--- config.mk ---
export PLATFORM = sky130hd
export DESIGN_NAME = ntm_squarer
export DESIGN_NICKNAME = d
export VERILOG_FILES = /design/src/sv/ntm_pkg.sv /design/src/sv/ntm_squarer.sv
export SDC_FILE = /design/constraint.sdc
export NUM_CORES = 1
export LEC_CHECK = 0
export ABC_AREA = 1
export BUFFER_PORTS_ARGS = -buffer_cell sky130_fd_sc_hd__buf_2
export CORE_UTILIZATION = 50
export DETAILED_ROUTE_END_ITERATION = 8
export PLACE_DENSITY = 0.73
export SLEW_MARGIN = 15
export SYNTH_ARGS = -nofsm -noshare
export SYNTH_HDL_FRONTEND = slang
export SYNTH_SLANG_ARGS = --single-unit
export TNS_END_PERCENT = 50
--- constraint.sdc ---
create_clock -name clk -period 8.5 [get_ports clk]
set_clock_uncertainty 0.1 [all_clocks]
set_input_delay 0 -clock clk [delete_from_list [all_inputs] [get_ports clk]]
set_output_delay 0 -clock clk [all_outputs]
set_load 0.02 [all_outputs]
--- src/sv/ntm_pkg.sv ---
// ----------------------------------------------------------------------------
// ntm_pkg
// Shared sizes, codes and sequencer states of the nearest track matcher.
// ----------------------------------------------------------------------------
package ntm_pkg;

    localparam int MAX_TRACKS    = 32;
    localparam int HIST_DEPTH    = 5;
    localparam int COORD_BITS    = 12;

    localparam int TRK_BITS      = $clog2(MAX_TRACKS);
    localparam int LIVE_BITS     = $clog2(MAX_TRACKS + 1);
    localparam int HD_BITS       = $clog2(HIST_DEPTH);
    localparam int LEN_BITS      = $clog2(HIST_DEPTH + 1);
    localparam int HADDR_BITS    = $clog2(MAX_TRACKS * HIST_DEPTH);
    localparam int PRED_BITS     = COORD_BITS + 2;
    localparam int DIFF_BITS     = COORD_BITS + 3;
    localparam int SQ_BITS       = 2 * (DIFF_BITS - 1);
    localparam int THR_BITS      = SQ_BITS + 1;
    localparam int ACC_BITS      = COORD_BITS + LEN_BITS;
    localparam int SUM_BITS      = ACC_BITS + 1;
    localparam int NUM_BITS      = ACC_BITS;
    localparam int DIV_CNT_BITS  = $clog2(NUM_BITS + 1);
    localparam int WSUM_MAX      = HIST_DEPTH * (HIST_DEPTH - 1) / 2;
    localparam int DEN_BITS      = $clog2(WSUM_MAX + 1);
    localparam int MISS_BITS     = 4;
    localparam int KIND_BITS     = 2;
    localparam int IDX_OUT_BITS  = 5;
    localparam int LIVE_OUT_BITS = 6;

    localparam logic [MISS_BITS-1:0] MISS_MAX         = '1;
    localparam logic [MISS_BITS-1:0] MISS_LIMIT_RESET = 4'd5;

    localparam logic [KIND_BITS-1:0] KIND_FRAME_START = 2'd0;
    localparam logic [KIND_BITS-1:0] KIND_DETECTION   = 2'd1;
    localparam logic [KIND_BITS-1:0] KIND_FRAME_END   = 2'd2;

    typedef enum logic [4:0] {
        S_IDLE,
        S_P_SCAN,
        S_P_ADDR,
        S_P_ACC,
        S_P_DIV_GO,
        S_P_DIV_WAIT,
        S_P_WRITE,
        S_D_W,
        S_D_H,
        S_D_THR,
        S_D_SCAN,
        S_D_EX,
        S_D_EY,
        S_D_CMP,
        S_D_DECIDE,
        S_E_SCAN,
        S_FINISH
    } state_t;

endpackage

--- src/sv/ntm_squarer.sv ---
// ----------------------------------------------------------------------------
// ntm_squarer
// Shared registered squarer for box sizes and distance components.
// ----------------------------------------------------------------------------
module ntm_squarer
    import ntm_pkg::*;
(
    input  logic                       clk,
    input  logic signed [DIFF_BITS-1:0] op,
    output logic [SQ_BITS-1:0]         sq
);

    logic [DIFF_BITS-2:0] mag;
    logic [SQ_BITS-1:0]   sq_reg;

    always_comb
    begin
        if (op[DIFF_BITS-1])
        begin
            mag = (DIFF_BITS-1)'(-op);
        end
        else
        begin
            mag = op[DIFF_BITS-2:0];
        end
    end

    always_ff @(posedge clk)
    begin
        sq_reg <= SQ_BITS'(mag) * SQ_BITS'(mag);
    end

    assign sq = sq_reg;

endmodule

=== Yosys cells after proc, flatten, opt, wreduce, memory -nomap -nowiden ===
Index checks and enable logic that the tools add are counted.

* Register bits after elaboration: 28
* Input port bits: 16
* Output and inout bits: 28
* Logic and storage cells: 4

* Add/subtract/negate cells: 1
* $mul: 1
* Multiplexer cells: 1

{| class="wikitable"
|+ Operators with widths
! cell !! number
|-
| 14-bit by 14-bit multiplier with 28-bit output || 1
|-
| 14-bit two-way mux || 1
|-
| 14-bit negation || 1
|}

=== Longest topological paths before layout ===
Gate-level depths: netlist of run 1.

* Word-level depth: 3
* Depth in mapped cells: 34
* Gate-level depth less buffers: 33

=== Least setup slack after synthesis of run 1 ===
Ideal clock, no wire load.

* Kind: input-to-reg
* From: input op[0]
* To: register sq_reg[16] (netlist: sq[16])
* Setup time: 0.127 ns
* Arrival time: 5.821 ns
* Data required time: 8.273 ns
* Path slack: 2.452 ns
* Stages: 28
* Path buffers: 1
* Cell sequence: inv_2 > clkbuf_1 > ha_1 > nand2_1 > or2_2 > nand2_1 > or2_2 > nand2_1 > inv_1 > nor2_1 > fa_1 > inv_1 > fa_1 > inv_1 > fa_1 > fa_1 > fa_1 > inv_1 > fa_1 > inv_1 > ha_1 > a21oi_1 > inv_1 > a31oi_1 > nand2_1 > a21oi_1 > o21ai_0 > xor2_1

* Cells in the longest elaborated chain, start to end: 3

{| class="wikitable"
|+ Ends and longest elaborated chain
! what !! RTL line !! text
|-
| start: declaration || ntm_squarer.sv:9 || <nowiki>input logic signed [DIFF_BITS-1:0] op,</nowiki>
|-
| 14-bit negation || ntm_squarer.sv:20 || <nowiki>mag = (DIFF_BITS-1)'(-op);</nowiki>
|-
| 14-bit two-way mux (*) || ntm_squarer.sv:18 || <nowiki>if (op[DIFF_BITS-1])</nowiki>
|-
| 14-bit by 14-bit multiplier with 28-bit output (*) || ntm_squarer.sv:30 || <nowiki>sq_reg <= SQ_BITS'(mag) * SQ_BITS'(mag);</nowiki>
|-
| end signal: assignment || ntm_squarer.sv:30 ||
|-
| end: declaration || ntm_squarer.sv:14 || <nowiki>logic [SQ_BITS-1:0] sq_reg;</nowiki>
|}

Every way passes the cells marked *; elsewhere a longest branch is shown, timed or not.

=== Worst setup path after layout of run 1 ===
* From: input op[0]
* To: register sq_reg[27] (netlist: sq[27])

Same word-level chain as after synthesis.

==> results of run 1 <==
[cells in the mapped netlist (7+ instances only)]
cell / count
nor3_1: 9
fa_1: 115
nand2_1: 153
inv_2: 8
inv_1: 230
dfxtp_1: 27
a21oi_1: 30
xor2_1: 18
nor2_1: 82
ha_1: 87
nand3_1: 19
xnor2_1: 7
o21ai_0: 15
[cells by family after synthesis]
| logic type | synth area share (%) |
|---|---|
| AND/OR/NAND/NOR | 17.94 |
| buffers and inverters | 14.09 |
| adder cells (fa/ha/maj) | 49.91 |
| AO/OA/AOI/OAI | 6.114 |
| XOR/XNOR | 3.941 |
| flip-flops | 7.956 |
| other | 0.05520 |
[routing by layer]
metal	wire length (um)	part of all wire, %
met2	7578	50
met1	6502	43
met3	678	4.5
met4	255	1.7
met5	0	0
[metrics by stage]
stage | hold slack [ps] | cell area, um2 | utilization (%)
floorplan | -72.28 | 6794 | -
global placement | 67.37 | 7182 | 54.23
detailed placement | 87.27 | 7182 | 54.23
CTS | 15.52 | 7272 | 54.91
global route | 365.5 | 7282 | 54.99
finish | 299.3 | 7282 | 54.99
[cell type report]
type	count	area [um2]	share of cell area [%]
Multi-Input combinational cell	592	5296	72.73
Tap cell	176	220.2	3.024
Sequential cell	27	540.5	7.423
Clock inverter	1	5.005	0.06873
Clock buffer	3	75.07	1.031
Inverter	239	899.6	12.35
Timing Repair Buffer	46	245.2	3.368
[final timing paths]
check | cells after the start | from | endpoint | slack (ps)
setup / recovery | 31 | op[0] | sq[27] | 1310
hold / removal | 7 | op[13] | sq[27] | 300
[repair_timing]
item	4_1_cts	5_1_grt
setup buffers	0	0
hold buffers	1	1
hold endpoints to repair	1	1
[worst max-delay path, delay by kind of cell]
family | cells | cell delay, ps
adder cells (fa/ha/maj) | 8 | 3530
AO/OA/AOI/OAI | 4 | 1000
buffers and inverters | 8 | 1450
AND/OR/NAND/NOR | 11 | 1270
==> summary.txt, run 1 <==
Outcome
  • Run status: finished, final reports clean

Detailed routing
  • Drt via density: 5.052
  • Final wirelength: 15020 um
  • Drt first pass iters: 8
  • ANT nets after route: 0
  • Average wire per standard cell: 13.85 um
  • 1st-iter DRT viols: 420
  • Routed via count: 5476
  • DRC: 0

Finish
  • Final #Nets: 1127
  • Fill count: 1291
  • Share of post-route cells with drive strength above 1: 8.921%
  • Ant diodes: 0
  • Most common cell after layout, fill and taps aside: inv_1
  • Most frequent cells in the layout: inv_1 (230), nand2_1 (153), fa_1 (115), ha_1 (87), nor2_1 (82)
  • Post-Layout Cell Count: 1084
  • Largest register FFs: 27
  • Layout overhead on the synthesized area: 7.182%

Yosys
  • Yosys warns: 0
  • Asr flop ratio synth: 0%
  • Top cell type's share of synthesized area: 33.89%
  • Synthesized net count: 1086
  • Top cells by area, synth: fa_1 (34%), ha_1 (16%), inv_1 (13%), nand2_1 (8.5%), dfxtp_1 (8.0%)
  • Mapped Cells: 868
  • Synth Flop Type: dfxtp_1
  • Post-Syn Area: 6794 um2
  • Post-synth EDFFs: 0
  • Area leader, netlist: fa_1
  • Synth Area per Inst: 7.827 um2
  • Distinct cells, synth: 39
  • Yosys reg bits: 27
  • Seq/Total Area, Yosys: 7.956%

Global routing
  • Met2 usage: 44.44%
  • Met3 usage: 2.365%
  • GRT Total Usage: 23.68%
  • Number of global-route vias before repair: 5786
  • Largest net degree at the start of global routing: 18
  • M1 GR Usage: 29.50%
  • First-pass GRT wire length: 26530 um
  • Gr busiest metal: met2
  • Overflow after GRT: 0
  • Initial antenna violation count: 0

Setup path
  • Crit end category: register
  • Startpoint Class: primary input
  • Crit Path Max Fanout: 17
  • Data required time of the critical path: 8560 ps
  • Critical path type: primary input to register
  • Worst EP arrival: 7260 ps
  • Crit path largest cell delay: 560 ps
  • Slowest cell on the critical path: fa_1
  • CP dominant cell by count: nand2_1

Worst hold path
  • Worst hold path class: primary input to register

Clock tree
  • Htree depth: 1
  • Resize count post-CTS: 0
  • Clock input transition at the sequential cells of the worst setup and hold paths: 70 ps
  • Root Driver: clkbuf_16
  • Num CTS Buffers: 3
  • Maximum clock path buffer count: 2
  • Clock sink count: 27
  • CTS tree: yes

STA
  • Final Hold Vio Count: 0
  • Setup TNS: 0 ps
  • Setup violations, final: 0
  • Fin worst setup slack: 1306 ps
  • Final cycle utilization of the critical path: 84.63%
  • Fmax: 0.1390 GHz
  • Minimum clock period: 7194 ps
  • Fin. max-slew vios: 0
  • Worst Max-Slew Pin Slew: 521.6 ps
  • Unrepaired setup endpoints after global routing: no
  • Slew Limit Headroom: 65.20%

Placement
  • Dpl cells: 1078
  • GPL Wtd Cong: 0.9198
  • Port Buffer Count: 42
  • Setup Slack @ Placement: 1652 ps
  • DP HPWL: 13170 um

Die
  • Rows: 42
  • Initial Util: 51.30%
  • Die width: 118.6 um
  • I/O pins: 44
  • Die footprint: 14060 um2
  • Die Span Y: 118.6 um
  • Core area: 13240 um2

Run
  • Max-Cap Viols: 0
Power of run 1 is left out: the tool's default activity adds up to more than one toggle a clock period on the data nets, which glitch-free logic cannot reach.
==> run 2: changes to the inputs <==
--- a/config.mk
+++ b/config.mk
@@ -5,11 +5,11 @@
 export SDC_FILE = /design/constraint.sdc
 export NUM_CORES = 1
 export LEC_CHECK = 0
-export ABC_AREA = 1
+export ABC_AREA = 0
 export BUFFER_PORTS_ARGS = -buffer_cell sky130_fd_sc_hd__buf_2
 export CORE_UTILIZATION = 50
 export DETAILED_ROUTE_END_ITERATION = 8
-export PLACE_DENSITY = 0.73
+export PLACE_DENSITY = 0.76
 export SLEW_MARGIN = 15
 export SYNTH_ARGS = -nofsm -noshare
 export SYNTH_HDL_FRONTEND = slang
==> constraint.sdc (replaced) <==
create_clock -name clk -period 5.9 [get_ports clk]
set_clock_uncertainty 0.1 [all_clocks]
set_input_delay 0 -clock clk [delete_from_list [all_inputs] [get_ports clk]]
set_output_delay 0 -clock clk [all_outputs]
set_load 0.02 [all_outputs]
==> run 2 against run 1 <==
  * Clock-buffer cell count increased by 1
  * Critical endpoint is now sq[25]
  * Sequential share of layout area is 1.4 points lower
  * Largest cell class unchanged
  * Synthesized cell count is 16% lower
  * Worst setup slack worse by 2000 ps
  * Flip-flop and latch count unchanged
  * Die area shrank 4.1%
  * Core utilization is 16 points higher
  * Cell area rose by 24%
  * Final cell count up 2.1%
  * Global-route usage up 4.7 points
  * Synthesized area down 4.1%
  * The run now ends with setup timing left
  * Hold slack worse by 170 ps
==> summary.txt, run 2 <==
Worst hold path
  • Worst hold start: op[0]
  • Worst Hold Path Cells: 4 (-3)
  • Worst hold path class: primary input to register

Finish
  • Most frequent cells in the layout: inv_1 (167), buf_4 (163), fa_1 (109), nand2_1 (68), ha_1 (68)
  • Ant diodes: 0 (unchanged)
  • Fill count: 805 (-38%)
  • Most common cell after layout, fill and taps aside: inv_1
  • Layout overhead on the synthesized area: 38.31%
  • Share of post-route cells with drive strength above 1: 35.94% (+27 points)
  • Final #Nets: 1154 (+2.4%)
  • Largest register FFs: 27 (unchanged)
  • Post-Layout Cell Count: 1107 (+2.1%)

Placement
  • Port Buffer Count: 42 (unchanged)
  • GPL Wtd Cong: 0.8901 (-3.2%)
  • Dpl cells: 1080 (+0.19%)
  • DP HPWL: 14200 um (+7.8%)
  • Setup Slack @ Placement: -966.1 ps (-2618 ps)

Clock tree
  • Root Driver: clkbuf_16
  • Htree depth: 1 (unchanged)
  • CTS tree: yes
  • Maximum clock path buffer count: 2 (unchanged)
  • Clock input transition at the sequential cells of the worst setup and hold paths: 70 ps (about the same)
  • Clock sink count: 27 (unchanged)
  • Num CTS Buffers: 3 (unchanged)

Detailed routing
  • DRC: 0 (unchanged)
  • 1st-iter DRT viols: 388 (-7.6%)
  • Drt via density: 5.447 (+7.8%)
  • ANT nets after route: 0 (unchanged)
  • Final wirelength: 20310 um (+35%)
  • Drt first pass iters: 7 (-1)
  • Average wire per standard cell: 18.35 um (+32%)
  • Routed via count: 6030 (+10%)

Setup path
  • Crit path largest cell delay: 610 ps (+50 ps)
  • Crit Path Max Fanout: 4 (-13)
  • End of the critical path: sq[25]
  • Crit end category: register
  • Worst EP arrival: 6680 ps (-580 ps)
  • Critical path type: primary input to register
  • Crit path cell chain: buf_8, or4_4, or4_4, o31ai_4, xor2_4, inv_4, buf_6, nand2_2, fa_1, fa_1, fa_1, fa_1, inv_1, fa_1, ha_4, ha_4, a21o_4, a31oi_4, nand3_2, o211a_1, a221o_1, a31oi_1, xnor2_1
  • Critical Path Start: op[3]
  • Startpoint Class: primary input
  • Data required time of the critical path: 5960 ps (-2600 ps)
  • CP dominant cell by count: fa_1
  • Slowest cell on the critical path: fa_1

STA
  • Fmax: 0.1511 GHz
  • Min Hold Slack: 128.7 ps (-170.6 ps)
  • Unrepaired setup endpoints after global routing: yes
  • Final cycle utilization of the critical path: 112.2%
  • Final Hold Vio Count: 0 (unchanged)
  • Minimum clock period: 6620 ps
  • Setup TNS: -6440 ps (-6440 ps)
  • Fin. max-slew vios: 0 (unchanged)
  • Setup violations, final: 16 (+16)
  • Fin worst setup slack: -719.9 ps (-2026 ps)

Yosys
  • Seq/Total Area, Yosys: 8.300% (+0.34 points)
  • Post-synth EDFFs: 0 (unchanged)
  • Top cell type's share of synthesized area: 35.35% (+1.5 points)
  • Synth Area per Inst: 8.921 um2 (+14%)
  • Post-Syn Area: 6512 um2 (-4.1%)
  • Top cells by area, synth: fa_1 (35%), ha_1 (17%), inv_1 (10%), dfxtp_1 (8.3%), xnor2_1 (4.6%)
  • Top-count cell post-synth: inv_1
  • Distinct cells, synth: 55 (+41%)
  • Most instantiated cells after synthesis: inv_1 (177), fa_1 (115), ha_1 (87)
  • Synth Flop Type: dfxtp_1
  • Asr flop ratio synth: 0% (unchanged)
  • Area leader, netlist: fa_1
  • Mapped Cells: 730 (-16%)
  • Synthesized net count: 948 (-13%)
  • Yosys reg bits: 27 (unchanged)
  • Yosys warns: 0 (unchanged)

Global routing
  • First-pass GRT wire length: 29170 um (+10%)
  • Initial antenna violation count: 0 (unchanged)
  • Overflow after GRT: 0 (unchanged)
  • Largest net degree at the start of global routing: 15 (-3)
  • GRT Total Usage: 28.35% (+4.7 points)
  • Number of global-route vias before repair: 6355 (+9.8%)

Outcome
  • Run status: complete, but fails checks
  • Failing checks: setup timing

Die
  • Die footprint: 13490 um2 (-4.1%)
  • Die width: 116.1 um (-2.1%)
  • Rows: 41 (-2.4%)
  • Core area: 12670 um2 (-4.3%)
  • Initial Util: 51.40% (+0.093 points)
  • I/O pins: 44 (unchanged)
  • Die Span Y: 116.1 um (-2.1%)

Run
  • Max-Cap Viols: 0 (unchanged)
run 2: per-layer routing:
metal	GRT usage [%]	vias up	part of all wire, %
li1	-	2673	-
met1	32.69	2940	34
met2	53.85	293	54
met3	3.217	124	6.3
met4	10.34	0	6.1
met5	0	-	0
run 2: layout make-up:
| type | instances | area (um2) | area share, % |
|---|---|---|---|
| inverters | 181 | 683.2 | 7.584 |
| clock buffers | 4 | 78.83 | 0.8751 |
| repair buffers | 217 | 1587 | 17.61 |
| multi-input cells | 506 | 5903 | 65.54 |
| flip-flops and latches | 27 | 540.5 | 6.001 |
| well taps | 172 | 215.2 | 2.389 |
run 2: what timing repair did:
item / CTS / global route
setup buffers: 10 / 11
gates cloned: 0 / 0
hold buffers: 2 / 0
endpoints found under the setup margin: 18 / 18
pin swaps: 37 / 56
resized for setup: 60 / 75
hold endpoints to repair: 2 / 0
run 2: stage by stage:
stage | util (%) | instance area, um2
2_1_floorplan | - | 6621
3_3_place_gp | 64.02 | 8112
3_5_place_dp | 64.02 | 8112
4_1_cts | 67.56 | 8561
5_1_grt | 71.09 | 9007
6_report | 71.09 | 9007
run 2: how the worst min path moves through the flow:
stage	endpoint
final	sq[2]
after CTS	sq[2]
after floorplan	sq[0]
after global routing	sq[2]
after detailed placement	sq[2]
after global placement	sq[2]
run 2: logic make-up after synthesis:
group,count (synthesis),synth area share [%]
flops,27,8.300
mux,4,0.6724
simple gates,153,10.05
buf+inv,197,11.47
compound gates,96,10.26
other cells,1,0.05758
xor+xnor,50,7.128
fa+ha+maj,202,52.07
run 2: worst max-delay path: cells and delay by family:
family	cells	cell delay (ps)
AOI/OAI and AO/OA	6	1530
xor gates and xnor gates	2	240
adders and majority gates	7	3190
buffers and inverters	4	410
and+or+nand+nor	4	1310
Power of run 2 is left out for the same reason.
