## config.mk

```make
export PLATFORM = sky130hd
export DESIGN_NAME = ntm_divider
export DESIGN_NICKNAME = d
export VERILOG_FILES = /design/src/sv/ntm_pkg.sv /design/src/sv/ntm_divider.sv
export SDC_FILE = /design/constraint.sdc
export NUM_CORES = 1
export LEC_CHECK = 0
export BUFFER_PORTS_ARGS = -buffer_cell sky130_fd_sc_hd__buf_2
export CAP_MARGIN = 10
export CORE_ASPECT_RATIO = 1.5
export CORE_UTILIZATION = 51
export DETAILED_ROUTE_END_ITERATION = 10
export PLACE_DENSITY = 0.78
export SLEW_MARGIN = 20
export SYNTH_ARGS = -nofsm -noshare
export SYNTH_HDL_FRONTEND = slang
export SYNTH_SLANG_ARGS = --single-unit
```

## constraint.sdc

```tcl
create_clock -name clk -period 2.9 [get_ports clk]
set_clock_uncertainty 0.1 [all_clocks]
set_input_delay 0.29 -clock clk [delete_from_list [all_inputs] [get_ports clk]]
set_output_delay 0.29 -clock clk [all_outputs]
set_load 0.03 [all_outputs]
```

## src/sv/ntm_pkg.sv

```systemverilog
// ----------------------------------------------------------------------------
// ntm_pkg
// Shared sizes, codes and sequencer states of the nearest track matcher.
// ----------------------------------------------------------------------------
package ntm_pkg;

    localparam int MAX_TRACKS    = 32;
    localparam int HIST_DEPTH    = 5;
    localparam int COORD_BITS    = 12;

    localparam int TRK_BITS      = $clog2(MAX_TRACKS);
    localparam int LIVE_BITS     = $clog2(MAX_TRACKS + 1);
    localparam int HD_BITS       = $clog2(HIST_DEPTH);
    localparam int LEN_BITS      = $clog2(HIST_DEPTH + 1);
    localparam int HADDR_BITS    = $clog2(MAX_TRACKS * HIST_DEPTH);
    localparam int PRED_BITS     = COORD_BITS + 2;
    localparam int DIFF_BITS     = COORD_BITS + 3;
    localparam int SQ_BITS       = 2 * (DIFF_BITS - 1);
    localparam int THR_BITS      = SQ_BITS + 1;
    localparam int ACC_BITS      = COORD_BITS + LEN_BITS;
    localparam int SUM_BITS      = ACC_BITS + 1;
    localparam int NUM_BITS      = ACC_BITS;
    localparam int DIV_CNT_BITS  = $clog2(NUM_BITS + 1);
    localparam int WSUM_MAX      = HIST_DEPTH * (HIST_DEPTH - 1) / 2;
    localparam int DEN_BITS      = $clog2(WSUM_MAX + 1);
    localparam int MISS_BITS     = 4;
    localparam int KIND_BITS     = 2;
    localparam int IDX_OUT_BITS  = 5;
    localparam int LIVE_OUT_BITS = 6;

    localparam logic [MISS_BITS-1:0] MISS_MAX         = '1;
    localparam logic [MISS_BITS-1:0] MISS_LIMIT_RESET = 4'd5;

    localparam logic [KIND_BITS-1:0] KIND_FRAME_START = 2'd0;
    localparam logic [KIND_BITS-1:0] KIND_DETECTION   = 2'd1;
    localparam logic [KIND_BITS-1:0] KIND_FRAME_END   = 2'd2;

    typedef enum logic [4:0] {
        S_IDLE,
        S_P_SCAN,
        S_P_ADDR,
        S_P_ACC,
        S_P_DIV_GO,
        S_P_DIV_WAIT,
        S_P_WRITE,
        S_D_W,
        S_D_H,
        S_D_THR,
        S_D_SCAN,
        S_D_EX,
        S_D_EY,
        S_D_CMP,
        S_D_DECIDE,
        S_E_SCAN,
        S_FINISH
    } state_t;

endpackage

```

## src/sv/ntm_divider.sv

```systemverilog
// ----------------------------------------------------------------------------
// ntm_divider
// Two-lane restoring divider, one quotient bit per lane and cycle.
// ----------------------------------------------------------------------------
module ntm_divider
    import ntm_pkg::*;
(
    input  logic                 clk,
    input  logic                 rst_n,
    input  logic                 start,
    input  logic [NUM_BITS-1:0]  num_x,
    input  logic [NUM_BITS-1:0]  num_y,
    input  logic [DEN_BITS-1:0]  den,
    output logic                 done,
    output logic [NUM_BITS-1:0]  quo_x,
    output logic [NUM_BITS-1:0]  quo_y
);

    logic [DIV_CNT_BITS-1:0] cnt_reg, cnt_next;
    logic                done_reg, done_next;
    logic [DEN_BITS-1:0] den_reg;
    logic [DEN_BITS-1:0] rem_x_reg, rem_y_reg, rem_x_next, rem_y_next;
    logic [NUM_BITS-1:0] q_x_reg, q_y_reg, q_x_next, q_y_next;

    function automatic logic [DEN_BITS+NUM_BITS-1:0] div_step(
        input logic [DEN_BITS-1:0] rem,
        input logic [NUM_BITS-1:0] q,
        input logic [DEN_BITS-1:0] d
    );
        logic [DEN_BITS:0]   shifted;
        logic [DEN_BITS-1:0] rem_n;
        logic                qbit;
        shifted = {rem, q[NUM_BITS-1]};
        if (shifted >= (DEN_BITS+1)'(d))
        begin
            rem_n = DEN_BITS'(shifted - (DEN_BITS+1)'(d));
            qbit  = 1'b1;
        end
        else
        begin
            rem_n = shifted[DEN_BITS-1:0];
            qbit  = 1'b0;
        end
        div_step = {rem_n, q[NUM_BITS-2:0], qbit};
    endfunction

    always_comb
    begin
        cnt_next   = cnt_reg;
        done_next  = 1'b0;
        rem_x_next = rem_x_reg;
        rem_y_next = rem_y_reg;
        q_x_next   = q_x_reg;
        q_y_next   = q_y_reg;
        if (start)
        begin
            cnt_next   = DIV_CNT_BITS'(NUM_BITS);
            rem_x_next = '0;
            rem_y_next = '0;
            q_x_next   = num_x;
            q_y_next   = num_y;
        end
        else if (cnt_reg != '0)
        begin
            {rem_x_next, q_x_next} = div_step(rem_x_reg, q_x_reg, den_reg);
            {rem_y_next, q_y_next} = div_step(rem_y_reg, q_y_reg, den_reg);
            cnt_next  = cnt_reg - DIV_CNT_BITS'(1);
            done_next = (cnt_reg == DIV_CNT_BITS'(1));
        end
    end

    always_ff @(posedge clk or negedge rst_n)
    begin
        if (!rst_n)
        begin
            cnt_reg  <= '0;
            done_reg <= 1'b0;
        end
        else
        begin
            cnt_reg  <= cnt_next;
            done_reg <= done_next;
        end
    end

    always_ff @(posedge clk)
    begin
        if (start)
        begin
            den_reg <= den;
        end
        rem_x_reg <= rem_x_next;
        rem_y_reg <= rem_y_next;
        q_x_reg   <= q_x_next;
        q_y_reg   <= q_y_next;
    end

    assign done  = done_reg;
    assign quo_x = q_x_reg;
    assign quo_y = q_y_reg;

endmodule

```

# ---- Yosys cells after proc, flatten, opt, wreduce, memory -nomap -nowiden
# Index checks and enable logic that the tools add are counted.
dict set report op_classes {
  addsub 3
  n_lt_le_gt_ge 2
  mux 12
  n_eq_ne 1
  n_reduce_logical 2
}
# cell n
set ops {}
lappend ops {{two-way mux 15 bit} 4}
lappend ops {{two-way mux 4 bit} 4}
lappend ops {{>= comparator 5 x 4 -> 1 bit} 2}
lappend ops {{subtractor 4 bit} 2}
lappend ops {{equality test 4 x 1 -> 1 bit, second input constant} 1}
lappend ops {{two-way mux 1 bit} 4}
lappend ops {{nonzero test 4 bit} 1}
lappend ops {{subtractor 4 x 1 -> 4 bit, second input constant} 1}
lappend ops {{nonzero test 2 bit} 1}
dict set report word_totals {
  in_bits 37
  reg_bits 47
  out_inout_bits 31
  elab_cells 27
}

# ---- Longest topological paths before layout
# Gate-level depths: netlist (run 1).
dict set report logic_depth {
  ltp_word 4
  depth_mapped 7
  ltp_nobuf 6
}

# ---- Least setup slack after synthesis (run 1)
# OpenSTA, ideal clock, no wires.
dict set report synth_timing {
  path_kind {register -> register}
  start {reg cnt_reg[0]}
  end {reg q_x_reg[0], in the netlist quo_x[0] (enable)}
  slack_ns 0.795
  required_time_ns 2.411
  n_path_buf 1
  synth_period_minus_slack_ns 2.105
  stages_incl_launch_ff 7
  arrival_time_ns 1.616
  setup_time_ns 0.389
  path_cell_list {dfrtp_1 > inv_1 > ha_1 > or3b_1 > buf_2 > nor2_2 > inv_1}
}
dict set report synth_between {
  elab_chain_cells 2
}
# element line_no
set synth_lines {}
lappend synth_lines {{start: declaration} ntm_divider.sv:19} ;# logic [DIV_CNT_BITS-1:0] cnt_reg, cnt_next;
lappend synth_lines {{start signal: assignment} ntm_divider.sv:81} ;# cnt_reg <= cnt_next;
lappend synth_lines {{nonzero test 4 bit} ntm_divider.sv:63} ;# else if (cnt_reg != '0)
lappend synth_lines {{nonzero test 2 bit (no source line)} n/a}
lappend synth_lines {{end signal: assignment} ntm_divider.sv:94} ;# q_x_reg <= q_x_next;
lappend synth_lines {{end: declaration} ntm_divider.sv:23} ;# logic [NUM_BITS-1:0] q_x_reg, q_y_reg, q_x_next, q_y_next;
# No other way between the ends.
# A chain may end at the register's enable or synchronous reset.

# ---- Worst setup path after layout (run 1)
dict set report layout_timing {
  start {reg cnt_reg[0]}
  end {reg q_y_reg[3], in the netlist quo_y[3] (enable)}
}
dict set report layout_between {
  elab_chain_cells 2
}
# element line_no
set layout_lines {}
lappend layout_lines {{nonzero test 4 bit} ntm_divider.sv:63}
lappend layout_lines {{nonzero test 2 bit (no source line)} n/a}
lappend layout_lines {{end signal: assignment} ntm_divider.sv:95} ;# q_y_reg <= q_y_next;
lappend layout_lines {{end: declaration} ntm_divider.sv:23}
# No other way between the ends.

==> run metrics, run 1 <==
fraction of layout cells with a size suffix above 1 0.329; Clock Latency Late Sink 0.30 ns; die area 4840 um2; Total Wirelength 4370 um; syn nets 227; Residual DRC 0; initial drt markers 37; part of the Yosys area used for sequential elements 0.562; Pleak 1.22 nW; initial core utilization 0.543; first-pass GRT wire length 7390 um; setup TNS 0 ns; Worst EP arrival 2.03 ns; Post-synth EDFFs 34; GP Congestion 0.808; # diodes 0; vias in the first global route 1,717; worst vdd ir 473 uV; Max Fclk 475 MHz; DRT antenna net count 0; cell count after synthesis 178; Die H 84.7 um; Power Dens Cells 701 nW/um2; clk buf depth 2; grt met3 use 0.0508; hold buffer count at CTS 1; largest net degree at the start of global routing 32; GRT Overall Usage 0.196; Cell Area, Placed 2690 um2; area delta synth->final 20.2%; DR vias/cell 5.54; TritonCTS clock tree yes; crit share post-route 0.726; maxcap violations 0; clk slew on worst S/H paths 0.09 ns; CTS root buf clkbuf_8; Max stage delay on crit path 0.50 ns; post-CTS sizing 0; actual slew at the worst max-slew pin 0.642 ns; status complete, no violations; crit-path max FO 30; CP Capture Type flip-flop; Post-synth top flop edfxtp_1; clk sinks 47; fin area 2790 um2; relative slew slack 0.572; Final Hold Fails 0; worst-path cell chain inv_1 > ha_1 > or3b_1 > nor2_2 > inv_1 > buf_4; met1 Resource Use GR 0.230; RSZ-0062 raised after global routing no; Worst path most repeated cell inv_1; CP required 2.83 ns; # nets final 297; dpl hpwl 3270 um; Max stage delay cell, worst path or3b_1; Remaining Overflow, GRT 0; setup slack, reg-to-reg 0.79 ns; drt first pass iters 4; min cycle time layout 2.11 ns; CP delay by family, top simple AND/OR/NAND/NOR gates; Post-Synthesis Cell Area 2320 um2; H-tree levels 2; Final setup viols 0; Core Rows 29; Hold Crit Class input pin to flip-flop; Syn. warnings 0; Synth Register Bits 47; vias 1,634; Most Used Layer, Global Route met2; crit start category flip-flop; I/O Pins 68; filler instances 331; CORE AREA 4280 um2; CP Buf/Inv Count 3; antenna violations before repair 0; wire per inst 14.8 um; max-slew violation count 0; number of port buffers 67; CP Class flip-flop to flip-flop; total CTS buffers 5; die width 57.1 um; Post-CTS Setup Inserts 0; GR met2 Demand/Resource 0.337; asr flop ratio synth 0.106; Mapped Avg Cell Area 13.1 um2; Distinct cells, synth 34
[through the flow]
stage                     cells  hold slack (ns)   util  setup WS [ns]  power, mW
after floorplan             178           -0.106      -          0.795       1.39
after global placement      286          0.00975  0.629          0.880       1.55
after detailed placement    286           0.0130  0.629          0.820       1.56
after CTS                   295           0.0493  0.652          0.791       1.97
after global routing        295           0.0445  0.652          0.700       2.07
final                       295           0.0545  0.652          0.794       1.96
[layout by cell type (no fill, tap or decap), drive strengths merged, types with 6 or more instances in the layout]
master / netlist / final
edfxtp: 34 / 34
inv: 11 / 13
ha: 10 / 10
mux2: 30 / 30
nor3: 6 / 6
o21ai: 7 / 7
nand2: 6 / 6
nor2: 13 / 13
a21oi: 6 / 6
buf: 7 / 69
dfxtp: 8 / 8
[where the power goes]
| group | total, mW | switching [mW] | internal (mW) |
|---|---|---|---|
| sequential | 0.921 | 0.0681 | 0.853 |
| clock | 0.410 | 0.236 | 0.175 |
| combinational | 0.626 | 0.380 | 0.247 |
| total | 1.96 | 0.683 | 1.27 |
[layer usage]
metal | vias up | share of wire | wire length (um)
met1 | 780 | 0.42 | 1840
met2 | 47 | 0.51 | 2240
met3 | 8 | 0.049 | 216
met5 | - | 0 | 0
met4 | 0 | 0.017 | 73
li1 | 799 | - | -
[Yosys cell counts (5+ instances only)]
library cell | n | share of area
edfxtp_1 | 34 | 0.44
inv_1 | 11 | 0.018
ha_1 | 10 | 0.054
a21oi_1 | 6 | 0.013
dfxtp_1 | 8 | 0.069
nor3_1 | 6 | 0.013
buf_2 | 5 | 0.011
mux2_1 | 28 | 0.14
nor2_1 | 11 | 0.018
o21ai_0 | 5 | 0.011
dfrtp_1 | 5 | 0.054
nand2_1 | 6 | 0.0097
[path summary, 6_finish.rpt]
check	from	endpoint	depth (start not counted)
setup / recovery	cnt_reg[0]	quo_y[3]	6
hold / removal	den[3]	den_reg[3]	1
setup reg to reg	cnt_reg[0]	quo_y[3]	6
hold reg to reg	rem_y_reg[3]	rem_y_reg[3]	2
max in group asynchronous	rst_n	cnt_reg[3]	2
min in group asynchronous	rst_n	cnt_reg[1]	2
[area by class of cell]
type / count / area (um2) / area share
Sequential cell: 47 / 1310 / 0.468
Multi-Input combinational cell: 113 / 936 / 0.335
Clock inverter: 3 / 22.5 / 0.00806
Clock buffer: 5 / 68.8 / 0.0246
Inverter: 11 / 41.3 / 0.0148
Timing Repair Buffer: 70 / 360 / 0.129
Tap cell: 46 / 57.6 / 0.0206
[cell families after synthesis]
logic type               after synthesis  synth area share
AO/OA/AOI/OAI                         26            0.0754
XOR/XNOR                               3            0.0113
adder cells (fa/ha/maj)               12            0.0711
buffers and inverters                 18            0.0350
flip-flops                            47             0.562
multiplexers                          30             0.145
AND/OR/NAND/NOR                       42            0.0996
(Power assumes the default switching activity.)
==> inputs of run 2 (changes only) <==
CORE_UTILIZATION = 46   (was 51)
PLACE_DENSITY = 0.74   (was 0.78)
clock period = 1.8 ns   (was 2.9 ns; I/O delays follow)
==> run metrics, run 2 (synthesis results as in run 1) <==
status finished, violations left (was complete, no violations); failing checks setup timing; DR WL met3 288 um (was 216 um); clk sinks 47 (unchanged); crit-path max FO 4 (was 30); die width 60.0 um (was 57.1 um); Total Wirelength 5550 um (was 4370 um); Final setup viols 2 (was 0); number of port buffers 67 (unchanged); Max stage delay on crit path 0.51 ns (was 0.50 ns); Worst EP arrival 1.78 ns (was 2.03 ns); vias in the first global route 1,859 (was 1,717); GP Congestion 0.883 (was 0.808); Cell Area, Placed 2870 um2 (was 2690 um2); Setup WS post-layout -0.0166 ns (was 0.794 ns); fraction of layout cells with a size suffix above 1 0.475 (was 0.329); met2 routed wirelength 2920 um (was 2240 um); Final Hold Fails 0 (unchanged); M1 WL 2160 um (was 1840 um); initial drt markers 46 (was 37); Hold Path Origin num_x[11] (was den[3]); Cells after DPL 321 (was 286); CORE AREA 4850 um2 (was 4280 um2); Max stage delay cell, worst path edfxtp_1 (was or3b_1); DRT antenna net count 0 (unchanged); Pleak 1.38 nW (was 1.22 nW); worst-path cell chain ha_4 > nand4_1 > nand2_1 > or2_4 > mux2_2 (was inv_1 > ha_1 > or3b_1 > nor2_2 > inv_1 > buf_4); actual slew at the worst max-slew pin 0.256 ns (was 0.642 ns); crit start category flip-flop (unchanged); clk slew on worst S/H paths 0.09 ns (about the same); wire per inst 16.2 um (was 14.8 um); CTS root buf clkbuf_8 (unchanged); die area 5350 um2 (was 4840 um2); min cycle time layout 1.82 ns (was 2.11 ns); Hold Crit Class input pin to flip-flop (unchanged); CP required 1.76 ns (was 2.83 ns); relative slew slack 0.828 (was 0.572); Non-Filler Instances 342 (was 295); CP Class flip-flop to flip-flop (unchanged); worst vdd ir 719 uV (was 473 uV); Remaining Overflow, GRT 0 (unchanged); RSZ-0062 raised after global routing yes (was no); initial core utilization 0.479 (was 0.543); TritonCTS clock tree yes (unchanged); Die H 89.0 um (was 84.7 um); fin area 3300 um2 (was 2790 um2); Critical R2R Launch den_reg[0] (was cnt_reg[0]); top routing layer in use met4 (unchanged); most common cell after layout, fill and taps aside buf_2 (unchanged); drt first pass iters 4 (unchanged); largest net degree at the start of global routing 53 (was 32); vias 1,777 (was 1,634); most frequent cells in the layout 67 x buf_2, 34 x edfxtp_1, 28 x mux2_1 (unchanged); area delta synth->final 41.8% (was 20.2%); H-tree levels 2 (unchanged); Clock Latency Late Sink 0.31 ns (was 0.30 ns); Core Rows 31 (was 29); Power Dens Cells 1150 nW/um2 (was 701 nW/um2); GRT Overall Usage 0.208 (was 0.196); I/O Pins 68 (unchanged); Max Fclk 550 MHz (was 475 MHz); Crit. Startpoint den_reg[0] (was cnt_reg[0]); maxcap violations 0 (unchanged); first-pass GRT wire length 8160 um (was 7390 um); antenna violations before repair 0 (unchanged); Post-Place Worst Slack -0.0333 ns (was 0.820 ns); max-slew violation count 0 (unchanged); DR vias/cell 5.20 (was 5.54); Residual DRC 0 (unchanged); total CTS buffers 5 (unchanged); # nets final 324 (was 297); CP Capture Type flip-flop (unchanged); clk buf depth 2 (unchanged); crit share post-route 1.01 (was 0.726); dpl hpwl 3490 um (was 3270 um); # diodes 0 (unchanged)
[run 2: changes by cell type in the layout (fill, tap and decap cells not counted), moves of 3 or more]
cell           change
inv_2              +5
buf_12             +3
dlygate4sd3_1      +4
ha_4               +9
inv_1              -6
ha_1               -9
buf_4             +18
[run 2: repair_timing]
item	4_1_cts	5_1_grt
buffers inserted	2	4
gates resized for setup	11	22
pin swaps	2	16
setup endpoints to repair	6	35
endpoints found under the hold margin	9	0
hold buffers	5	0
gates cloned	0	2
[run 2: critical path, delay by kind of cell, from the launching register on]
| kind | cells | cell delay [ns] |
|---|---|---|
| flip-flops | 1 | 0.51 |
| AND/OR/NAND/NOR | 3 | 0.41 |
| adder cells (fa/ha/maj) | 1 | 0.29 |
| multiplexers | 1 | 0.26 |
[run 2: final timing paths]
path | end | slack [ns] | depth (start not counted)
hold / removal | quo_x[11] | 0.05 | 2
min in group asynchronous | cnt_reg[3] | 0.11 | 2
setup reg to reg | quo_y[0] | -0.02 | 5
max in group asynchronous | cnt_reg[1] | 1.36 | 2
hold reg to reg | rem_x_reg[3] | 0.37 | 2
setup / recovery | quo_y[0] | -0.02 | 5
[run 2: report_power, final]
part / internal [mW] / switching, mW
registers: 1.37 / 0.140
logic: 0.713 / 0.777
clock network: 0.415 / 0.374
total: 2.50 / 1.29
[run 2: layout make-up]
class | instances | area, um2
fill | 336 | 1550
sequential | 47 | 1310
multi-input combinational | 113 | 1120
timing repair buffer | 97 | 632
tap | 66 | 82.6
clock buffer | 6 | 72.6
inverter | 11 | 43.8
clock inverter | 2 | 37.5
[run 2: through the flow]
step,utilization,power [mW],TNS [ns],hold slack (ns)
after floorplan,-,2.24,-9.33,-0.216
after global placement,0.591,2.61,0,-0.0976
after detailed placement,0.591,2.64,-0.0804,-0.0944
after CTS,0.637,3.55,0,0.0500
after global routing,0.680,3.99,-0.626,0.0518
final,0.680,3.79,-0.0167,0.0516
[run 2: per-layer routing]
metal | vias up | track usage
met5 | - | 0
met2 | 75 | 0.364
met4 | 0 | 0.0951
met3 | 21 | 0.0564
met1 | 828 | 0.230
li1 | 853 | -
==> inputs of run 3 (changes only) <==
CELL_PAD_IN_SITES_DETAIL_PLACEMENT = 1   (was default)
CELL_PAD_IN_SITES_GLOBAL_PLACEMENT = 2   (was default)
CORE_UTILIZATION = 30   (was 46)
==> run metrics, run 3 (synthesis results as in run 1) <==
# diodes 0 (unchanged); fraction of layout cells with a size suffix above 1 0.486 (was 0.475); crit-path max FO 5 (was 4); CP Class flip-flop to flip-flop (unchanged); CP delay by family, top simple AND/OR/NAND/NOR gates (was flip-flops); switching share of power 0.355 (was 0.340); Final setup viols 1 (was 2); crit share post-route 1.03 (was 1.01); die width 73.9 um (was 60.0 um); Net Switching 1.29 mW (about the same); Cells after DPL 358 (was 321); WHS 0.0356 ns (was 0.0516 ns); filler instances 803 (was 336); failing checks setup timing (unchanged); Combinational Power Share 0.397 (was 0.393); Internal Power 2.34 mW (was 2.50 mW); vias 1,808 (was 1,777); DRT antenna net count 0 (unchanged); clk slew on worst S/H paths 0.09 ns (about the same); Residual DRC 0 (unchanged); initial drt markers 27 (was 46); dpl hpwl 4170 um (was 3490 um); Setup WS post-layout -0.0596 ns (was -0.0166 ns); most common cell after layout, fill and taps aside buf_2 (unchanged); GR met2 Demand/Resource 0.279 (was 0.364); Die H 110 um (was 89.0 um); number of port buffers 67 (unchanged); area delta synth->final 42.6% (was 41.8%); total CTS buffers 5 (unchanged); CP Capture Type flip-flop (unchanged); status finished, violations left (unchanged); initial core utilization 0.315 (was 0.479); Final Hold Fails 0 (unchanged); Worst EP arrival 1.84 ns (was 1.78 ns); crit start category flip-flop (unchanged); TritonCTS clock tree yes (unchanged); first-pass GRT wire length 9120 um (was 8160 um); grt met3 use 0.0504 (was 0.0564); largest net degree at the start of global routing 28 (was 53); vias in the first global route 1,939 (was 1,859); H-tree levels 2 (unchanged); relative slew slack 0.825 (was 0.828); worst-path cell chain inv_2 > ha_4 > nand4_1 > nand2_2 > or2_4 > mux2_2 (was ha_4 > nand4_1 > nand2_1 > or2_4 > mux2_2); DR vias/cell 4.78 (was 5.20); CTS root buf clkbuf_8 (unchanged); Max stage delay on crit path 0.42 ns (was 0.51 ns); Hold Crit Class input pin to flip-flop (unchanged); Total Wirelength 5960 um (was 5550 um); Pleak 1.37 nW (was 1.38 nW); Power Total 3.63 mW (was 3.79 mW); CORE AREA 7370 um2 (was 4850 um2); setup TNS -0.0596 ns (was -0.0167 ns); wire per inst 15.8 um (was 16.2 um); drt first pass iters 4 (unchanged); worst vdd ir 596 uV (was 719 uV); RSZ-0062 raised after global routing yes (unchanged); Most Used Layer, Global Route met2 (unchanged); clk sinks 47 (unchanged); Remaining Overflow, GRT 0 (unchanged); CP required 1.78 ns (was 1.76 ns); clk buf depth 2 (unchanged); CP Buf/Inv Count 1 (was 0); Core Rows 38 (was 31); Flop pwr share 0.418 (was 0.399); clock power share 0.184 (was 0.208); I/O Pins 68 (unchanged); Power Dens Cells 1100 nW/um2 (was 1150 nW/um2); GRT Overall Usage 0.154 (was 0.208); max-slew violation count 0 (unchanged); # nets final 326 (was 324); Finished Core Util 0.450 (was 0.680); die area 8110 um2 (was 5350 um2); actual slew at the worst max-slew pin 0.260 ns (was 0.256 ns); Max Fclk 538 MHz (was 550 MHz); Clock Latency Late Sink 0.32 ns (was 0.31 ns); antenna violations before repair 0 (unchanged); min cycle time layout 1.86 ns (was 1.82 ns); GP Congestion 0.783 (was 0.883); met1 Resource Use GR 0.160 (was 0.230); most frequent cells in the layout 67 x buf_2, 34 x edfxtp_1, 28 x mux2_1 (unchanged); Non-Filler Instances 378 (was 342); Max stage delay cell, worst path edfxtp_1 (unchanged); maxcap violations 0 (unchanged)
## run 3: changes by cell type in the layout (fill, tap and decap cells not counted), moves of 2 or more
cell / previous run / this run
o21ai_4: 2 / 0
o21ai_2: 0 / 2
inv_1: 5 / 3
buf_4: 20 / 22
inv_2: 5 / 8
## run 3: what timing repair did
| item | 4_1_cts | 5_1_grt |
|---|---|---|
| endpoints found under the setup margin | 32 | 40 |
| hold buffers | 5 | 0 |
| resized for setup | 8 | 25 |
| cloned | 0 | 1 |
| buffers inserted | 1 | 6 |
| pin swaps | 1 | 14 |
| endpoints found under the hold margin | 9 | 0 |
## run 3: area by class of cell
| cell class | count | area (um2) | share of cell area |
|---|---|---|---|
| inverters | 11 | 41.3 | 0.0125 |
| repair buffers | 99 | 656 | 0.198 |
| flip-flops and latches | 47 | 1310 | 0.394 |
| well taps | 100 | 125 | 0.0378 |
| clock inverters | 2 | 12.5 | 0.00378 |
| clock buffers | 6 | 72.6 | 0.0219 |
| multi-input cells | 113 | 1100 | 0.332 |
## run 3: metrics by stage
stage | instance area [um2] | worst slack [ns]
after detailed placement | 2930 | -0.0418
after global placement | 2930 | -0.00430
after CTS | 3090 | -0.00689
final | 3310 | -0.0596
after floorplan | 2320 | -0.305
after global routing | 3310 | -0.116
## run 3: routing by layer
layer  part of all wire  vias up
met2               0.51       61
met1               0.41      881
li1                   -      858
met3              0.057        8
met4              0.016        0
met5                  0        -
## run 3: worst paths after layout
| check | depth (start not counted) | startpoint | endpoint | slack, ns |
|---|---|---|---|---|
| max in group asynchronous | 2 | rst_n | cnt_reg[3] | 1.36 |
| min | 2 | num_x[1] | quo_x[1] | 0.04 |
| max reg2reg | 6 | den_reg[1] | quo_x[0] | -0.06 |
| min reg2reg | 2 | rem_x_reg[3] | rem_x_reg[3] | 0.36 |
| max | 6 | den_reg[1] | quo_x[0] | -0.06 |
| min in group asynchronous | 2 | rst_n | cnt_reg[2] | 0.11 |
## run 3: power groups by stage
| stage | Sequential [mW] | Clock (mW) | Combinational [mW] |
|---|---|---|---|
| after global placement | 1.51 | 0 | 1.11 |
| after floorplan | 1.70 | 0 | 0.540 |
| after global routing | 1.55 | 0.725 | 1.58 |
| after detailed placement | 1.51 | 0 | 1.13 |
| final | 1.52 | 0.670 | 1.44 |
| after CTS | 1.49 | 0.693 | 1.19 |
